--- src/sv/gpu_buffer_memory_access_unit_defines.svh ---
// assertion macros for the buffer memory access unit
// no dependencies; included by the files that carry assertions
`ifndef GPU_BUFFER_MEMORY_ACCESS_UNIT_DEFINES_SVH
`define GPU_BUFFER_MEMORY_ACCESS_UNIT_DEFINES_SVH
`ifndef NO_ASSERTIONS
`define GBMA_ASSERT(lbl, clk, rst_n, prop, msg) \
    lbl: assert property (@(posedge clk) disable iff (!rst_n) prop) else $error(msg);
`define GBMA_NEVER(lbl, clk, rst_n, expr, msg) \
    lbl: assert property (@(posedge clk) disable iff (!rst_n) !(expr)) else $error(msg);
`else
`define GBMA_ASSERT(lbl, clk, rst_n, prop, msg)
`define GBMA_NEVER(lbl, clk, rst_n, expr, msg)
`endif
`endif

--- src/sv/gbma_pkg.sv ---
// shared constants, op codes and types of the buffer memory access unit
// no dependencies
package gbma_pkg;

    localparam int MEMORY_BYTES = 4096;
    localparam int WAVE_LANES   = 64;
    localparam int MEM_AW       = $clog2(MEMORY_BYTES);
    localparam int BANKS        = 4;
    localparam int BANK_W       = $clog2(BANKS);
    localparam int ROWS         = MEMORY_BYTES / BANKS;
    localparam int ROW_W        = $clog2(ROWS);
    localparam int LANE_W       = $clog2(WAVE_LANES);
    localparam int STRIDE_W     = 14;
    localparam int IOFF_W       = 12;

    localparam logic [2:0] OP_LOAD_SBYTE  = 3'd0;
    localparam logic [2:0] OP_LOAD_DWORD  = 3'd1;
    localparam logic [2:0] OP_STORE_BYTE  = 3'd2;
    localparam logic [2:0] OP_STORE_DWORD = 3'd3;
    localparam logic [2:0] OP_ATOMIC_ADD  = 3'd4;

    localparam logic [2:0] SIZE_NONE  = 3'd0;
    localparam logic [2:0] SIZE_BYTE  = 3'd1;
    localparam logic [2:0] SIZE_DWORD = 3'd4;

    typedef struct packed {
        logic [31:0] addr;
        logic        err;
    } t_addr_res;

endpackage

--- src/sv/gbma_addr.sv ---
// address unit: offset sum and stride product registered, final add combinational
// depends on gbma_pkg
module gbma_addr (
    input  logic                          i_clk,
    input  logic                          i_calc,
    input  logic [31:0]                   i_buffer_base,
    input  logic [gbma_pkg::STRIDE_W-1:0] i_buffer_stride,
    input  logic [31:0]                   i_scalar_offset,
    input  logic [gbma_pkg::IOFF_W-1:0]   i_instruction_offset,
    input  logic                          i_index_enable,
    input  logic                          i_offset_enable,
    input  logic [31:0]                   i_vector_index,
    input  logic [31:0]                   i_vector_offset,
    input  logic [gbma_pkg::LANE_W-1:0]   i_lane_id,
    output gbma_pkg::t_addr_res           o_res
);
    import gbma_pkg::*;

    logic [31:0] idx;
    logic [31:0] off;
    logic [31:0] idx_lane;
    logic [31:0] prod;
    logic [31:0] n_sum;
    logic        n_err;
    logic [31:0] r_sum;
    logic [31:0] r_prod;
    logic        r_err;

    always_comb begin
        idx      = i_index_enable ? i_vector_index : 32'd0;
        off      = i_offset_enable ? i_vector_offset : 32'd0;
        idx_lane = idx + {{(32-LANE_W){1'b0}}, i_lane_id};
        prod     = {{(32-STRIDE_W){1'b0}}, i_buffer_stride} * idx_lane;
        n_sum    = i_buffer_base + i_scalar_offset
                 + {{(32-IOFF_W){1'b0}}, i_instruction_offset} + off;
        n_err    = (idx != 32'd0) && (i_buffer_stride == '0);
    end

    always_ff @(posedge i_clk) begin
        if (i_calc) begin
            r_sum  <= n_sum;
            r_prod <= prod;
            r_err  <= n_err;
        end
    end

    assign o_res.addr = r_sum + r_prod;
    assign o_res.err  = r_err;

endmodule

--- config.mk ---
export PLATFORM = sky130hd
export DESIGN_NAME = gbma_addr
export DESIGN_NICKNAME = d
export VERILOG_FILES = /design/src/sv/gpu_buffer_memory_access_unit_defines.svh /design/src/sv/gbma_pkg.sv /design/src/sv/gbma_addr.sv
export SDC_FILE = /design/constraint.sdc
export NUM_CORES = 1
export LEC_CHECK = 0
export BUFFER_PORTS_ARGS = -buffer_cell sky130_fd_sc_hd__buf_2
export CAP_MARGIN = 20
export CORE_MARGIN = 5
export CORE_UTILIZATION = 60
export CTS_CLUSTER_SIZE = 25
export DETAILED_ROUTE_END_ITERATION = 6
export PLACE_DENSITY = 0.83
export SLEW_MARGIN = 20
export SYNTH_ARGS = -nofsm -noshare
export SYNTH_HDL_FRONTEND = slang
export SYNTH_SLANG_ARGS = --single-unit
--- constraint.sdc ---
create_clock -name i_clk -period 15.2 [get_ports i_clk]
set_clock_uncertainty 0.1 [all_clocks]
set_input_delay 0.76 -clock i_clk [delete_from_list [all_inputs] [get_ports i_clk]]
set_output_delay 0.76 -clock i_clk [all_outputs]
set_load 0.03 [all_outputs]
==> metrics.md <==
| Metric | Value |
|---|---|
| Arr. time, crit path | 9.95 ns |
| Synth Register Bits | 65 |
| Post-CTS setup buffers | 0 |
| Final Setup Violations | 0 |
| RSZ-0062 raised after global routing | no |
| Status | finished, final reports clean |
| Placed instance count | 2471 |
| Pin count of the biggest net entering global routing | 66 |
| Crit-path slowest cell | buf_2 |
| 1st-iter DRT viols | 810 |
| Crit start category | input pin |
| Max Root-Sink Buffers | 2 |
| Slew @ Worst Pin | 1.07 ns |
| Power Internal | 2.18 mW |
| Slew headroom | 28.2% |
| Yosys warning total | 0 |
| Core area | 28900 um^2 |
| Sw Ratio | 52.3% |
| Hold slack | 0.732 ns |
| Clock power frac | 4.8% |
| Area growth, synth to finish | 8.93% |
| Max cap viols | 0 |
| First-pass detailed-route iteration total | 5 |
| Final max-slew violation count | 0 |
| GPL Wtd Cong | 0.939 |
| Die Span Y | 182 um |
| PD cells | 237 nW/um^2 |
| EDFF count, synth | 65 |
| Synth Instances | 1956 |
| Share of cells above drive strength 1 | 11.6% |
| Final hold vios | 0 |
| Fill count | 2271 |
| Seq pwr share | 10.0% |
| P_leak | 9.54 nW |
| Vias in the first global route | 15400 |
| Post-DP HPWL | 35000 um |
| Top Ports | 197 |
| Final #Nets | 2725 |
| Register Area | 1950 um^2 |
| Fmax achieved | 0.101 GHz |
| Synthesized area | 17700 um^2 |
| Final TNS setup | 0 ns |
| Top delay family on crit path | adder cells |
| Comb power frac | 85.2% |
| Post-synth top flop | edfxtp_1 |
| Routed wire length | 44000 um |
| Total track usage | 27.1% |
| TritonCTS Buffers | 9 |
| Critical path class | in2reg |
| Via count | 14100 |
| Footprint of the multi-input gates | 14200 um^2 |
| Grt total ovfl | 0 |
| Crit path top cell by count | fa_1 |
| Req. time, crit path | 15.30 ns |
| Hold buffers post-CTS | 0 |
| VDD IR max | 179 uV |
| Drt via density | 5.68 |
| Syn_nets | 2583 |
| # H-tree levels | 3 |
| Clk root buf | clkbuf_16 |
| IO buf count | 196 |
| Crit path buf inv count | 6 |
| Tmin final | 9.86 ns |
| Post-layout util | 66.6% |
| Design Power | 4.57 mW |
| Row Count | 62 |
| Min-delay worst type | in2reg |
| TritonCTS clock tree | yes |
| CTS sink cnt | 65 |
| Initial core utilization | 61.2% |
| Die Span X | 182 um |
| Sw Pwr | 2.39 mW |
| Critical path capture point type | flip-flop |
| Initial antenna violation count | 2 |
| Post-CTS Resized | 0 |
| Async S/R FF share, synth | 0% |
| Mapped Avg Cell Area | 9.05 um^2 |
| Sequential area share after synthesis | 11.0% |
| Clock transition at path regs | 0.06 ns |
| Non-filler cells, final | 2487 |
| DIE AREA | 33000 um^2 |
| Post-DRT Antenna Nets | 0 |
| Final period util | 64.8% |
| Routed wire per std cell | 17.7 um |
| CP max stage delay | 0.67 ns |
| Cell variety after synth | 63 |
| First-pass GRT wire length | 73800 um |
| Antenna Cells | 0 |
| CP Max Fanout | 64 |
| # DRC | 0 |
==> power groups by stage <==
stage / Combinational (mW) / Clock (mW) / Sequential, mW
final: 3.89 / 0.220 / 0.458
after global routing: 4.35 / 0.235 / 0.465
after CTS: 3.86 / 0.225 / 0.458
after detailed placement: 3.82 / 0 / 0.457
after global placement: 3.66 / 0 / 0.457
after floorplan: 2.97 / 0 / 0.448
==> routing by layer <==
| layer | global-route usage [%] | routed length, um | vias to the layer above |
|---|---|---|---|
| met5 | 0 | 21 | - |
| met4 | 7.87 | 1240 | 4 |
| met3 | 4.84 | 3920 | 108 |
| met2 | 46.3 | 21100 | 586 |
| met1 | 35.7 | 17700 | 6933 |
| li1 | - | - | 6490 |
==> layout by cell type, fill, tap and decap left out, types with 5 or more instances in the layout <==
cell,Yosys,routed
a31oi_1,6,5
a21o_1,42,42
edfxtp_1,65,65
xor2_1,33,33
nor2b_1,27,27
ha_1,146,146
o21ai_0,43,43
and3_1,42,42
nor4_1,16,16
nand2_1,233,233
inv_1,329,329
nand3_1,27,27
a21oi_1,76,75
or2_2,5,5
buf_4,1,10
xnor2_1,83,82
or3_1,10,10
nand4_1,9,9
nor2_1,77,76
buf_2,2,196
o211ai_1,6,6
o21bai_1,10,10
nor3_1,14,14
fa_1,317,317
a211oi_1,12,12
clkbuf_16,0,9
and2_1,164,164
nand2b_1,16,16
and4_1,7,7
o21a_1,13,13
o31ai_1,5,5
==> cells by family after synthesis <==
kind of cell	count (synthesis)	share of synthesized area [%]
compound gates	242	8.77
flops	65	11.0
buf+inv	404	8.65
fa+ha+maj	463	46.2
xor+xnor	120	6.25
mux	1	0.0566
simple gates	661	19.1
==> flip-flops by register name, indices dropped and copies added (netlist names) <==
register,count
r_prod,32
r_sum,32
r_err,1
==> Yosys cell counts, types with 4 or more instances <==
master | number | area share [%]
o211ai_1 | 6 | 0.25
xnor3_1 | 4 | 0.51
nand2b_1 | 16 | 0.57
nand3_1 | 27 | 0.76
ha_1 | 146 | 10
o31ai_1 | 5 | 0.21
and4_1 | 7 | 0.35
a31oi_1 | 6 | 0.21
a211oi_1 | 12 | 0.51
a21o_1 | 42 | 1.8
and3_1 | 42 | 1.5
clkbuf_1 | 70 | 1.5
o21bai_1 | 10 | 0.42
xor2_1 | 33 | 1.6
or3_1 | 10 | 0.35
fa_1 | 317 | 36
a31o_2 | 4 | 0.20
o21a_1 | 13 | 0.55
inv_1 | 329 | 7.0
nor4_1 | 16 | 0.57
nor2_1 | 77 | 1.6
nor2b_1 | 27 | 0.95
xnor2_1 | 83 | 4.1
edfxtp_1 | 65 | 11
or2_2 | 5 | 0.18
nor3_1 | 14 | 0.40
nand4_1 | 9 | 0.32
and2_1 | 164 | 5.8
nand2_1 | 233 | 4.9
o41ai_1 | 4 | 0.20
o21ai_0 | 43 | 1.2
a21oi_1 | 76 | 2.1
==> stage by stage <==
| stage | setup slack (ns) | area, um^2 |
|---|---|---|
| finish | 5.34 | 19300 |
| CTS | 5.31 | 19300 |
| global placement | 5.40 | 18900 |
| global route | 4.94 | 19300 |
| detailed placement | 5.00 | 18900 |
| floorplan | 5.78 | 17700 |
==> final timing paths <==
kind | cells past startpoint | start | slack (ns) | endpoint
setup / recovery | 33 | i_index_enable | 5.34 | r_prod[30]
hold / removal | 3 | i_vector_offset[0] | 0.73 | r_sum[0]
==> cell type report <==
| class | instances | share of cell area, % |
|---|---|---|
| multi-input cells | 1487 | 73.8 |
| flip-flops and latches | 65 | 10.1 |
| inverters | 329 | 6.41 |
| repair buffers | 206 | 5.48 |
| well taps | 384 | 2.49 |
| clock buffers | 9 | 1.17 |
| clock inverters | 7 | 0.487 |
(Power assumes the default switching activity.)
